[config.mk]
export PLATFORM = sky130hd
export DESIGN_NAME = amicable_pair_check
export DESIGN_NICKNAME = d
export VERILOG_FILES = /design/src/hw/rtl/amic_pkg.sv /design/src/hw/rtl/amic_divider.sv /design/src/hw/rtl/amicable_pair_check.sv
export SDC_FILE = /design/constraint.sdc
export NUM_CORES = 1
export LEC_CHECK = 0
export BUFFER_PORTS_ARGS = -buffer_cell sky130_fd_sc_hd__buf_2
export CORE_MARGIN = 2
export CORE_UTILIZATION = 57
export DETAILED_ROUTE_END_ITERATION = 10
export PLACE_DENSITY = 0.77
export SYNTH_ARGS = -nofsm -noshare
export SYNTH_HDL_FRONTEND = slang
export SYNTH_SLANG_ARGS = --single-unit
[constraint.sdc]
create_clock -name clk -period 3.05 [get_ports clk]
set_input_delay 0.4575 -clock clk [delete_from_list [all_inputs] [get_ports clk]]
set_output_delay 0.4575 -clock clk [all_outputs]
set_load 0.01 [all_outputs]
[src/hw/rtl/amic_pkg.sv]
// Shared constants and types for the amicable pair checker.
`timescale 1ns / 1ps

package amic_pkg;

    localparam int VALUE_BITS_DEFAULT = 32;

    typedef enum logic [2:0] {
        ST_IDLE,
        ST_DIV_START,
        ST_DIV_WAIT,
        ST_PAIR,
        ST_ACCUM,
        ST_REPORT
    } state_t;

    typedef struct packed {
        logic start;
    } div_req_t;

    typedef struct packed {
        logic done;
    } div_rsp_t;

endpackage

[src/hw/rtl/amic_divider.sv]
// Restoring radix-2 divider, one quotient bit per cycle.
`timescale 1ns / 1ps

module amic_divider
    import amic_pkg::*;
#(
    parameter int VALUE_BITS = VALUE_BITS_DEFAULT
)
(
    input  logic                  clk,
    input  logic                  rst_n,
    input  div_req_t              req,
    input  logic [VALUE_BITS-1:0] dividend,
    input  logic [VALUE_BITS-1:0] divisor,
    output div_rsp_t              rsp,
    output logic [VALUE_BITS-1:0] quotient,
    output logic [VALUE_BITS-1:0] remainder
);

    localparam int CNT_BITS = $clog2(VALUE_BITS + 1);

    logic [VALUE_BITS-1:0] rem_reg, rem_next;
    logic [VALUE_BITS-1:0] quo_reg, quo_next;
    logic [CNT_BITS-1:0]   cnt_reg, cnt_next;
    logic                  run_reg, run_next;
    logic                  done_reg, done_next;
    logic [VALUE_BITS:0]   shifted;
    logic [VALUE_BITS:0]   trial;

    assign shifted = {rem_reg, quo_reg[VALUE_BITS-1]};
    assign trial   = shifted - {1'b0, divisor};

    always_comb
    begin
        rem_next  = rem_reg;
        quo_next  = quo_reg;
        cnt_next  = cnt_reg;
        run_next  = run_reg;
        done_next = 1'b0;
        if (req.start)
        begin
            rem_next = '0;
            quo_next = dividend;
            cnt_next = CNT_BITS'(VALUE_BITS);
            run_next = 1'b1;
        end
        else if (run_reg)
        begin
            if (!trial[VALUE_BITS])
            begin
                rem_next = trial[VALUE_BITS-1:0];
                quo_next = {quo_reg[VALUE_BITS-2:0], 1'b1};
            end
            else
            begin
                rem_next = shifted[VALUE_BITS-1:0];
                quo_next = {quo_reg[VALUE_BITS-2:0], 1'b0};
            end
            cnt_next = cnt_reg - 1'b1;
            if (cnt_reg == CNT_BITS'(1))
            begin
                run_next  = 1'b0;
                done_next = 1'b1;
            end
        end
    end

    always_ff @(posedge clk or negedge rst_n)
    begin
        if (!rst_n)
        begin
            cnt_reg  <= '0;
            run_reg  <= 1'b0;
            done_reg <= 1'b0;
        end
        else
        begin
            cnt_reg  <= cnt_next;
            run_reg  <= run_next;
            done_reg <= done_next;
        end
    end

    always_ff @(posedge clk)
    begin
        rem_reg <= rem_next;
        quo_reg <= quo_next;
    end

    assign rsp.done  = done_reg;
    assign quotient  = quo_reg;
    assign remainder = rem_reg;

endmodule

[src/hw/rtl/amicable_pair_check.sv]
// Top level: sequencer over a shared divider for the amicable pair test.
// For each of the two values n the block tries max(1, floor(sqrt(n))) trial divisors;
// each trial is one division on the shared divider plus the DIV_START and DIV_WAIT
// sequencer steps, and each divisor hit adds the PAIR and ACCUM steps.
// Throughput: one word at a time; the next word can be accepted in the cycle done pulses.
// Result shows for one cycle on done; the receiver cannot stall. rst_n is async, active low.
`timescale 1ns / 1ps

module amicable_pair_check
    import amic_pkg::*;
#(
    parameter int VALUE_BITS = VALUE_BITS_DEFAULT
)
(
    input  logic                  clk,
    input  logic                  rst_n,
    input  logic                  start,
    output logic                  busy,
    input  logic [VALUE_BITS-1:0] first_value,
    input  logic [VALUE_BITS-1:0] second_value,
    output logic                  done,
    output logic                  is_amicable
);

    state_t state_reg, state_next;

    logic                  sel_reg, sel_next;
    logic [VALUE_BITS-1:0] a_reg, a_next;
    logic [VALUE_BITS-1:0] b_reg, b_next;
    logic [VALUE_BITS-1:0] n_reg, n_next;
    logic [VALUE_BITS-1:0] i_reg, i_next;
    logic [VALUE_BITS:0]   add_reg, add_next;
    logic [VALUE_BITS-1:0] sum_reg, sum_next;
    logic                  over_reg, over_next;
    logic [VALUE_BITS-1:0] sum_a_reg, sum_a_next;
    logic                  over_a_reg, over_a_next;
    logic                  done_reg, done_next;
    logic                  amic_reg, amic_next;

    div_req_t              div_req;
    div_rsp_t              div_rsp;
    logic [VALUE_BITS-1:0] quo;
    logic [VALUE_BITS-1:0] rem;
    logic [VALUE_BITS+1:0] total;
    logic                  trial_end;

    amic_divider #(
        .VALUE_BITS (VALUE_BITS)
    ) u_div (
        .clk       (clk),
        .rst_n     (rst_n),
        .req       (div_req),
        .dividend  (n_reg),
        .divisor   (i_reg),
        .rsp       (div_rsp),
        .quotient  (quo),
        .remainder (rem)
    );

    assign trial_end = i_reg > quo;
    assign total     = {2'b00, sum_reg} + {1'b0, add_reg};

    // next state
    always_comb
    begin
        state_next = state_reg;
        unique case (state_reg)
            ST_IDLE:
                if (start)
                    state_next = ST_DIV_START;
            ST_DIV_START:
                state_next = ST_DIV_WAIT;
            ST_DIV_WAIT:
                if (div_rsp.done)
                begin
                    if (trial_end)
                        state_next = sel_reg ? ST_REPORT : ST_DIV_START;
                    else if (rem == '0)
                        state_next = ST_PAIR;
                    else
                        state_next = ST_DIV_START;
                end
            ST_PAIR:
                state_next = ST_ACCUM;
            ST_ACCUM:
                state_next = ST_DIV_START;
            ST_REPORT:
                state_next = ST_IDLE;
            default:
                state_next = ST_IDLE;
        endcase
    end

    // outputs
    always_comb
    begin
        div_req.start = 1'b0;
        busy          = 1'b1;
        unique case (state_reg)
            ST_IDLE:      busy = 1'b0;
            ST_DIV_START: div_req.start = 1'b1;
            default:      busy = 1'b1;
        endcase
    end

    // datapath
    always_comb
    begin
        sel_next    = sel_reg;
        a_next      = a_reg;
        b_next      = b_reg;
        n_next      = n_reg;
        i_next      = i_reg;
        add_next    = add_reg;
        sum_next    = sum_reg;
        over_next   = over_reg;
        sum_a_next  = sum_a_reg;
        over_a_next = over_a_reg;
        done_next   = 1'b0;
        amic_next   = amic_reg;
        case (state_reg)
            ST_IDLE:
                if (start)
                begin
                    a_next    = first_value;
                    b_next    = second_value;
                    n_next    = first_value;
                    sel_next  = 1'b0;
                    i_next    = VALUE_BITS'(2);
                    sum_next  = VALUE_BITS'(1);
                    over_next = 1'b0;
                end
            ST_DIV_WAIT:
                if (div_rsp.done)
                begin
                    if (trial_end)
                    begin
                        if (!sel_reg)
                        begin
                            sum_a_next  = sum_reg;
                            over_a_next = over_reg;
                            sel_next    = 1'b1;
                            n_next      = b_reg;
                            i_next      = VALUE_BITS'(2);
                            sum_next    = VALUE_BITS'(1);
                            over_next   = 1'b0;
                        end
                    end
                    else if (rem != '0)
                        i_next = i_reg + 1'b1;
                end
            ST_PAIR:
                if (quo != i_reg)
                    add_next = {1'b0, i_reg} + {1'b0, quo};
                else
                    add_next = {1'b0, i_reg};
            ST_ACCUM:
            begin
                if (over_reg || (total[VALUE_BITS+1:VALUE_BITS] != 2'b00))
                begin
                    over_next = 1'b1;
                    sum_next  = '1;
                end
                else
                    sum_next = total[VALUE_BITS-1:0];
                i_next = i_reg + 1'b1;
            end
            ST_REPORT:
            begin
                amic_next = !over_a_reg && !over_reg
                            && (sum_a_reg == b_reg) && (sum_reg == a_reg);
                done_next = 1'b1;
            end
            default:
                done_next = 1'b0;
        endcase
    end

    always_ff @(posedge clk or negedge rst_n)
    begin
        if (!rst_n)
        begin
            state_reg <= ST_IDLE;
            done_reg  <= 1'b0;
        end
        else
        begin
            state_reg <= state_next;
            done_reg  <= done_next;
        end
    end

    always_ff @(posedge clk)
    begin
        sel_reg    <= sel_next;
        a_reg      <= a_next;
        b_reg      <= b_next;
        n_reg      <= n_next;
        i_reg      <= i_next;
        add_reg    <= add_next;
        sum_reg    <= sum_next;
        over_reg   <= over_next;
        sum_a_reg  <= sum_a_next;
        over_a_reg <= over_a_next;
        amic_reg   <= amic_next;
    end

    assign done        = done_reg;
    assign is_amicable = amic_reg;

endmodule

==> flow_summary.rst, run 1 <==
.. list-table::
   :header-rows: 1

   * - Metric
     - Value
   * - Run status
     - finished, violations left
   * - Failing checks
     - setup timing
   * - Detailed placement HPWL
     - 39.5 mm
   * - Beginning of the worst hold path
     - second_value[31]
   * - Multiplexer fraction of the synthesized cell area
     - 1.36%
   * - Count of placed standard cells including taps
     - 2,477
   * - Clk_lat worst skew
     - 0.55 ns
   * - # DRC
     - 0
   * - Synth Cell Area
     - ~0.018 mm2
   * - Clock transition at path regs
     - roughly 0.060 ns
   * - Share of async-settable or async-resettable flops after synthesis
     - 3.93%
   * - Cell chosen for the clock root
     - clkbuf_16
   * - Synth warnings
     - 0
   * - Worst Slack Setup Final
     - -0.151 ns
   * - Compound-cell area share of the yosys netlist
     - between 10% and 20%
   * - Ratio of final minimum period to clock period
     - 105%
   * - Worst flop-to-flop path endpoint
     - sum_reg[30]$_SDFFCE_PN0P_
   * - Required @ worst endpoint
     - between 3 and 4 ns
   * - Drt first-iter violations
     - 1,494
   * - Top Family by Delay on Critical Path
     - compound AO/OA/AOI/OAI gates
   * - Final RePlAce weighted congestion
     - roughly 0.96
   * - Kind of start point of the critical path
     - flop
   * - Number of input and output port buffers inserted
     - 69
   * - Gr ovfl total
     - 0
   * - Clock tree from TritonCTS
     - done
   * - Number of flip-flops under the largest register name
     - 33
   * - Seq cells post-synth
     - 305
   * - Count of buffering cells on the critical path with inverters included
     - 2
   * - Routed wirelength normalized by instance count
     - 21.5 um
   * - Leading register cell type out of synthesis
     - edfxtp_1
   * - Number of failing setup endpoints in the final timing report
     - 78
   * - Xor/xnor cell area share of the yosys netlist
     - 8.69%
   * - Type of the setup path with the least slack
     - reg -> reg
   * - Largest family of logic cells by synthesized area
     - compound AO/OA/AOI/OAI gates
   * - Post-Route WL
     - 56.0 mm
   * - Setup_tns
     - -5.38 ns
   * - Most common cell in the netlist
     - edfxtp_1
   * - Sequence of cells on the critical path
     - ha_1 -> a2111oi_1 -> nor3_4 -> a21o_1 -> a31oi_4 -> o31ai_4 -> mux2i_2 -> a311oi_4 -> buf_6 -> buf_12 -> a21oi_1
   * - Via count of the first global-routing pass
     - 15,200
   * - Worst Hold Class
     - in -> reg
   * - Buffers from clock root to sink, at most
     - 3
   * - Global-route wire length before repair
     - slightly above 80 mm
   * - Endpoint of the worst hold-timing path
     - b_reg[31]$_DFFE_PP_
   * - Number of instances in the synthesized netlist
     - 1,839
   * - Die area
     - 0.0339 mm2
   * - Num CTS Buffers
     - 35
   * - Number of instances on the worst hold path
     - 1
   * - Standard-cell row count
     - 65
   * - Pins over their slew limit
     - 0
   * - Critical-path top delay cell
     - a2111oi_1
   * - Fin nets
     - 2,375
   * - Count of flip-flops with a built-in enable after synthesis
     - 261
   * - Initial antenna violation count
     - 0
   * - Non-Filler Cell Area, Final
     - 0.0236 mm2
   * - Unrepaired setup endpoints after global routing
     - true
   * - Dominant cell type by area after synthesis
     - edfxtp_1
   * - I/O pins
     - 70
   * - Overall Global Routing Usage
     - 31.9%
   * - Slowest cell delay on critical path
     - 0.61 ns
   * - Placement Cell Area
     - 0.0210 mm2
   * - Layout cell share with drive strength beyond 1
     - 26.4%
   * - Max-capacitance violation count
     - 0
   * - Maximum fanout along the worst path
     - 6
   * - Number of sinks on the clock net
     - 305
   * - Highest attainable clock frequency
     - 0.312 GHz
   * - Fin crit period
     - 3.20 ns
   * - Sequential Area
     - 0.00878 mm2
   * - Routed via count
     - 15,600
   * - Mean cell area of the mapped netlist
     - 10.0 um2
   * - Worst slew margin
     - 50.2%
   * - Simple-Gate Fraction of Synth Area
     - a little over an eighth
   * - Layout Area Growth over Synthesis
     - 28.0%
   * - Horizontal extent of the die
     - between 150 and 200 um
   * - Pin count of the biggest net entering global routing
     - a little under 80
   * - Residual antenna-violating net count after detailed routing
     - 0
   * - Worst slew pin tran
     - 0.747 ns
   * - Number of nets produced by synthesis
     - ~2,000
   * - Worst r2r path cells
     - 11
   * - Detailed-routing iteration count for the pre-antenna-repair pass
     - 6
   * - Crit path arrival time
     - approximately 3.5 ns
   * - Endpoint kind of the worst setup timing path
     - flop
   * - Number of levels in the clock H-tree
     - 2
   * - Setup skew after layout
     - around 0.025 ns
   * - Core area
     - roughly 0.032 mm2
   * - Initial Utilization
     - 58.2%
   * - Filler Cells Inserted
     - 2,141
   * - Ant. Diodes
     - 0
   * - Post-synth top cells
     - edfxtp_1, nand2_1, a21oi_1, nor2_1, ha_1
   * - Yosys top cell area share
     - 42.4%
   * - Worst r2r src
     - sum_reg[5]$_SDFFCE_PN0P_
   * - DR vias/cell
     - 6.00
   * - Final Util
     - 74.5%
   * - Internal reg-to-reg setup slack
     - -0.15 ns
   * - Area contributors post-synth
     - edfxtp_1, ha_1, xnor2_1
   * - Sequential area share after synthesis
     - 47.5%
   * - Post-synth cell types
     - 77
   * - Vertical extent of the die
     - ~180 um
   * - Adder-cell share of the synthesized area
     - 9.20%
   * - Area occupied by multi-input gates
     - ~0.0098 mm2
   * - Number of endpoints with negative hold slack in the final report
     - 0
   * - Count of non-filler cells in the finished layout
     - 2,600
==> stage by stage <==
stage                     hold WS [ns]  worst slack, ns
after floorplan                  0.162           0.0122
after global placement           0.349           -0.149
after detailed placement         0.355           -0.211
after CTS                       0.0758           -0.109
after global routing            0.0760           -0.249
final                           0.0855           -0.151
==> logic make-up (layout without fill, tap and decap cells) <==
group                    Yosys count  in the layout
buffers and inverters            179            538
multiplexers                      25             25
XOR/XNOR                         181            181
AO/OA/AOI/OAI                    463            463
AND/OR/NAND/NOR                  552            552
adder cells (fa/ha/maj)          134            134
flip-flops                       305            305
==> worst max-delay path by stage <==
stage	from	end	slack, ns	cells after the start
2_1_floorplan	sum_reg[0]$_SDFFCE_PP1P_	sum_reg[0]$_SDFFCE_PP1P_	0.01	11
3_3_place_gp	add_reg[1]$_DFFE_PN_	sum_reg[0]$_SDFFCE_PP1P_	-0.15	10
3_5_place_dp	add_reg[1]$_DFFE_PN_	sum_reg[0]$_SDFFCE_PP1P_	-0.21	10
5_1_grt	i_reg[0]$_DFFE_PP_	add_reg[25]$_DFFE_PN_	-0.25	15
4_1_cts	sum_reg[0]$_SDFFCE_PP1P_	sum_reg[0]$_SDFFCE_PP1P_	-0.11	11
6_report	sum_reg[5]$_SDFFCE_PN0P_	sum_reg[30]$_SDFFCE_PN0P_	-0.15	11
==> placed cells by master, fill, tap and decap left out, drive strengths merged, types with 5 or more instances in the layout <==
master / Yosys / layout
buf: 12 / 355
edfxtp: 261 / 261
nand2: 208 / 208
a21oi: 176 / 176
nor2: 141 / 141
ha: 131 / 131
xnor2: 121 / 121
inv: 112 / 113
o21ai: 109 / 109
xor2: 60 / 60
nor3: 48 / 48
clkbuf: 54 / 46
nand4: 40 / 40
dfxtp: 32 / 32
a21o: 31 / 31
o21bai: 26 / 26
mux2i: 24 / 24
nand3: 22 / 22
nor2b: 21 / 21
nor4: 20 / 20
o31ai: 18 / 18
a211oi: 17 / 17
clkinv: 1 / 16
o21a: 14 / 14
dfrtp: 12 / 12
and3: 12 / 12
nand2b: 9 / 9
a31oi: 9 / 9
a2111oi: 8 / 8
a21boi: 6 / 6
nor3b: 5 / 5
or3: 5 / 5
and2: 5 / 5
or2: 5 / 5
or4: 5 / 5
o41ai: 5 / 5
==> layout make-up <==
class	count	area share, %
clock buffers	38	3.75
clock inverters	23	0.979
inverters	113	1.79
multi-input cells	1355	41.5
flip-flops and latches	305	37.1
well taps	402	2.13
repair buffers	364	12.7
==> metal layers <==
metal | global-route usage [%] | vias to the layer above | routed length [um]
li1 | - | 7347 | -
met1 | 40.4 | 7510 | 22400
met2 | 54.5 | 624 | 27400
met3 | 4.77 | 113 | 3700
met4 | 13.5 | 0 | 2460
met5 | 0 | - | 0
==> repair_timing <==
action	4_1_cts	5_1_grt
cloned	5	11
resized for setup	31	159
hold buffers	1	0
hold endpoints to repair	12	0
setup buffers	24	23
setup endpoints to repair	104	212
pin swaps	27	68
Power of run 1 is not shown: default switching activity piles up to over one toggle a cycle in this logic, so the estimate is an artifact.
==> run 2, diff against run 1 <==
==> constraint.sdc (replaced) <==
create_clock -name clk -period 3.05 [get_ports clk]
set_input_delay 0 -clock clk [delete_from_list [all_inputs] [get_ports clk]]
set_output_delay 0 -clock clk [all_outputs]
set_load 0.01 [all_outputs]
==> run 2 against run 1 <==
The run still ends with setup timing left. Sequential share of layout area shrank 1.2 points. Non-clock buffer count rose by 67. Die area did not move. Via count rose by 2.7%. Clock skew grew 0.0023 ns. Cell count is 2.6% higher. Count of clock-buffer cells in the layout is the same. Flip-flop and latch count is the same. Critical path type unchanged. Largest cell class unchanged. Highest routed layer is now met5.
==> flow_summary.rst, run 2 (synthesis results as in run 1) <==
.. list-table::
   :header-rows: 1

   * - Metric
     - Value
   * - Initial Utilization
     - 58.2% (unchanged)
   * - Vertical extent of the die
     - 184 um (unchanged)
   * - Unrepaired setup endpoints after global routing
     - true
   * - Commonest non-fill, non-tap cells in the layout
     - edfxtp_1, buf_4, nand2_1, nor2_1, a21oi_1
   * - Initial antenna violation count
     - 1 (+1)
   * - Routed via count
     - 16,000 (+2.7%)
   * - Routed wirelength normalized by instance count
     - 21.8 um (+1.3%)
   * - Gr ovfl total
     - 0 (unchanged)
   * - Standard-cell row count
     - 65 (unchanged)
   * - Layout Area Growth over Synthesis
     - 32.2%
   * - Via count of the first global-routing pass
     - 15,500 (+1.7%)
   * - Worst slew pin tran
     - 0.733 ns (-0.0135 ns)
   * - Clock transition at path regs
     - 0.06 ns (about the same)
   * - Type of the setup path with the least slack
     - reg -> reg
   * - Num CTS Buffers
     - 35 (unchanged)
   * - Layout cell share with drive strength beyond 1
     - 26.1% (-0.34 points)
   * - Setup_tns
     - -6.02 ns (-0.637 ns)
   * - Clock tree from TritonCTS
     - done
   * - Minimum setup slack after placement
     - -0.211 ns (unchanged)
   * - Detailed placement HPWL
     - 39.5 mm (unchanged)
   * - Placement Cell Area
     - 0.0210 mm2 (unchanged)
   * - Ratio of final minimum period to clock period
     - 106% (+0.69 points)
   * - Buffers from clock root to sink, at most
     - 3 (unchanged)
   * - Number of failing setup endpoints in the final timing report
     - 70 (-10%)
   * - Core area
     - 0.0317 mm2 (unchanged)
   * - Required @ worst endpoint
     - 3.31 ns (about the same)
   * - Kind of start point of the critical path
     - flop
   * - Max-capacitance violation count
     - 0 (unchanged)
   * - Leading cell type in the layout, fill and taps excluded
     - edfxtp_1
   * - Filler Cells Inserted
     - 2,017 (-5.8%)
   * - Drt first-iter violations
     - 1,479 (-1.0%)
   * - Die area
     - 0.0339 mm2 (unchanged)
   * - Number of levels in the clock H-tree
     - 2 (unchanged)
   * - Crit path arrival time
     - 3.48 ns (+0.02 ns)
   * - Highest attainable clock frequency
     - 0.310 GHz (-0.65%)
   * - Worst Hold Class
     - in -> reg
   * - Ant. Diodes
     - 0 (unchanged)
   * - Number of endpoints with negative hold slack in the final report
     - 0 (unchanged)
   * - Endpoint kind of the worst setup timing path
     - flop
   * - Failing checks
     - setup timing
   * - Pins over their slew limit
     - 0 (unchanged)
   * - Overall Global Routing Usage
     - 32.8% (+0.91 points)
   * - # DRC
     - 0 (unchanged)
   * - Residual antenna-violating net count after detailed routing
     - 0 (unchanged)
   * - Post-Route WL
     - 58.2 mm (+3.9%)
   * - Worst Slack Setup Final
     - -0.172 ns (-0.0211 ns)
   * - Final Util
     - 77.0% (+2.5 points)
   * - Non-Filler Cell Area, Final
     - 0.0244 mm2 (+3.3%)
   * - Number of flip-flops under the largest register name
     - 33 (unchanged)
   * - Global-route wire length before repair
     - 85.3 mm (+2.7%)
   * - Number of input and output port buffers inserted
     - 69 (unchanged)
   * - Worst slew margin
     - 51.1% (+0.90 points)
   * - Run status
     - finished, violations left
   * - DR vias/cell
     - 6.01 (+0.15%)
   * - Clk_lat worst skew
     - 0.55 ns (about the same)
   * - Fin crit period
     - 3.22 ns (+0.0211 ns)
   * - I/O pins
     - 70 (unchanged)
   * - Horizontal extent of the die
     - 184 um (unchanged)
   * - Number of sinks on the clock net
     - 305 (unchanged)
   * - Fin nets
     - 2,442 (+2.8%)
   * - Detailed-routing iteration count for the pre-antenna-repair pass
     - 5 (-1)
   * - Maximum fanout along the worst path
     - 5 (-1)
   * - Cell chosen for the clock root
     - clkbuf_16
   * - Final RePlAce weighted congestion
     - 0.955 (unchanged)
   * - Setup skew after layout
     - 0.0275 ns (+0.00232 ns)
   * - Pin count of the biggest net entering global routing
     - 77 (unchanged)
-- run 2: cell types whose count changed in the layout (fill, tap and decap cells not counted), moves of 2 or more --
cell and delta:
a31oi_2 +2, o21ai_0 -2, buf_6 +4, ha_1 -3
a21oi_2 +2, a21oi_1 -4, a21oi_4 +2, dlygate4sd3_1 +66
a31oi_1 -2, buf_8 -3, ha_4 +5, ha_2 -2
-- run 2: critical path, cell delays in order, from the launching register on --
cell and delay (ns):
edfxtp_1 0.41, ha_2 0.23, fa_2 0.37, a211oi_2 0.24
o21a_1 0.18, nor3_4 0.06, a21o_1 0.22, a31oi_4 0.20
o31ai_4 0.10, mux2i_2 0.21, a311oi_4 0.30, buf_6 0.18
clkbuf_16 0.17, a21oi_2 0.06
-- run 2: metal layers --
metal | global-route usage, % | vias up | part of all wire [%]
met4 | 14.1 | 2 | 4.6
li1 | - | 7465 | -
met5 | 0 | - | 0.014
met3 | 5.17 | 140 | 7.0
met2 | 56.5 | 680 | 50
met1 | 40.9 | 7733 | 39
-- run 2: per-stage QoR --
stage	hold slack [ns]	cells
after floorplan	-0.296	1839
after global placement	-0.109	2477
after detailed placement	-0.103	2477
after CTS	0.155	2634
after global routing	0.162	2667
final	0.160	2667
-- run 2: path summary, 6_finish.rpt --
kind | from | to | slack (ns) | cells after the start
setup / recovery | sum_reg[0]$_SDFFCE_PP1P_ | sum_reg[18]$_SDFFCE_PN0P_ | -0.17 | 13
hold / removal | second_value[10] | b_reg[10]$_DFFE_PP_ | 0.16 | 2
setup reg to reg | sum_reg[0]$_SDFFCE_PP1P_ | sum_reg[18]$_SDFFCE_PN0P_ | -0.17 | 13
hold reg to reg | sum_reg[5]$_SDFFCE_PN0P_ | sum_a_reg[5]$_DFFE_PP_ | 0.52 | 0
max in group asynchronous | rst_n | u_div.cnt_reg[0]$_DFFE_PN0P_ | 2.12 | 3
min in group asynchronous | rst_n | state_reg[0]$_DFFE_PN0P_ | 0.55 | 3
-- run 2: layout make-up --
| cell class | count | area (um2) | share of cell area [%] |
|---|---|---|---|
| timing repair buffer | 431 | 3670 | 15.0 |
| tap | 402 | 503 | 2.06 |
| multi-input combinational | 1355 | 9920 | 40.6 |
| clock buffer | 38 | 887 | 3.63 |
| sequential | 305 | 8780 | 35.9 |
| inverter | 113 | 424 | 1.74 |
| clock inverter | 23 | 231 | 0.948 |
-- run 2: repair_timing --
item,in CTS,in global routing
hold endpoints to repair,110,0
buffers inserted,24,26
pin swaps,27,67
hold buffers,67,0
resized for setup,31,178
gates cloned,5,10
endpoints found under the setup margin,104,212
Power of run 2 is left out for the same reason.
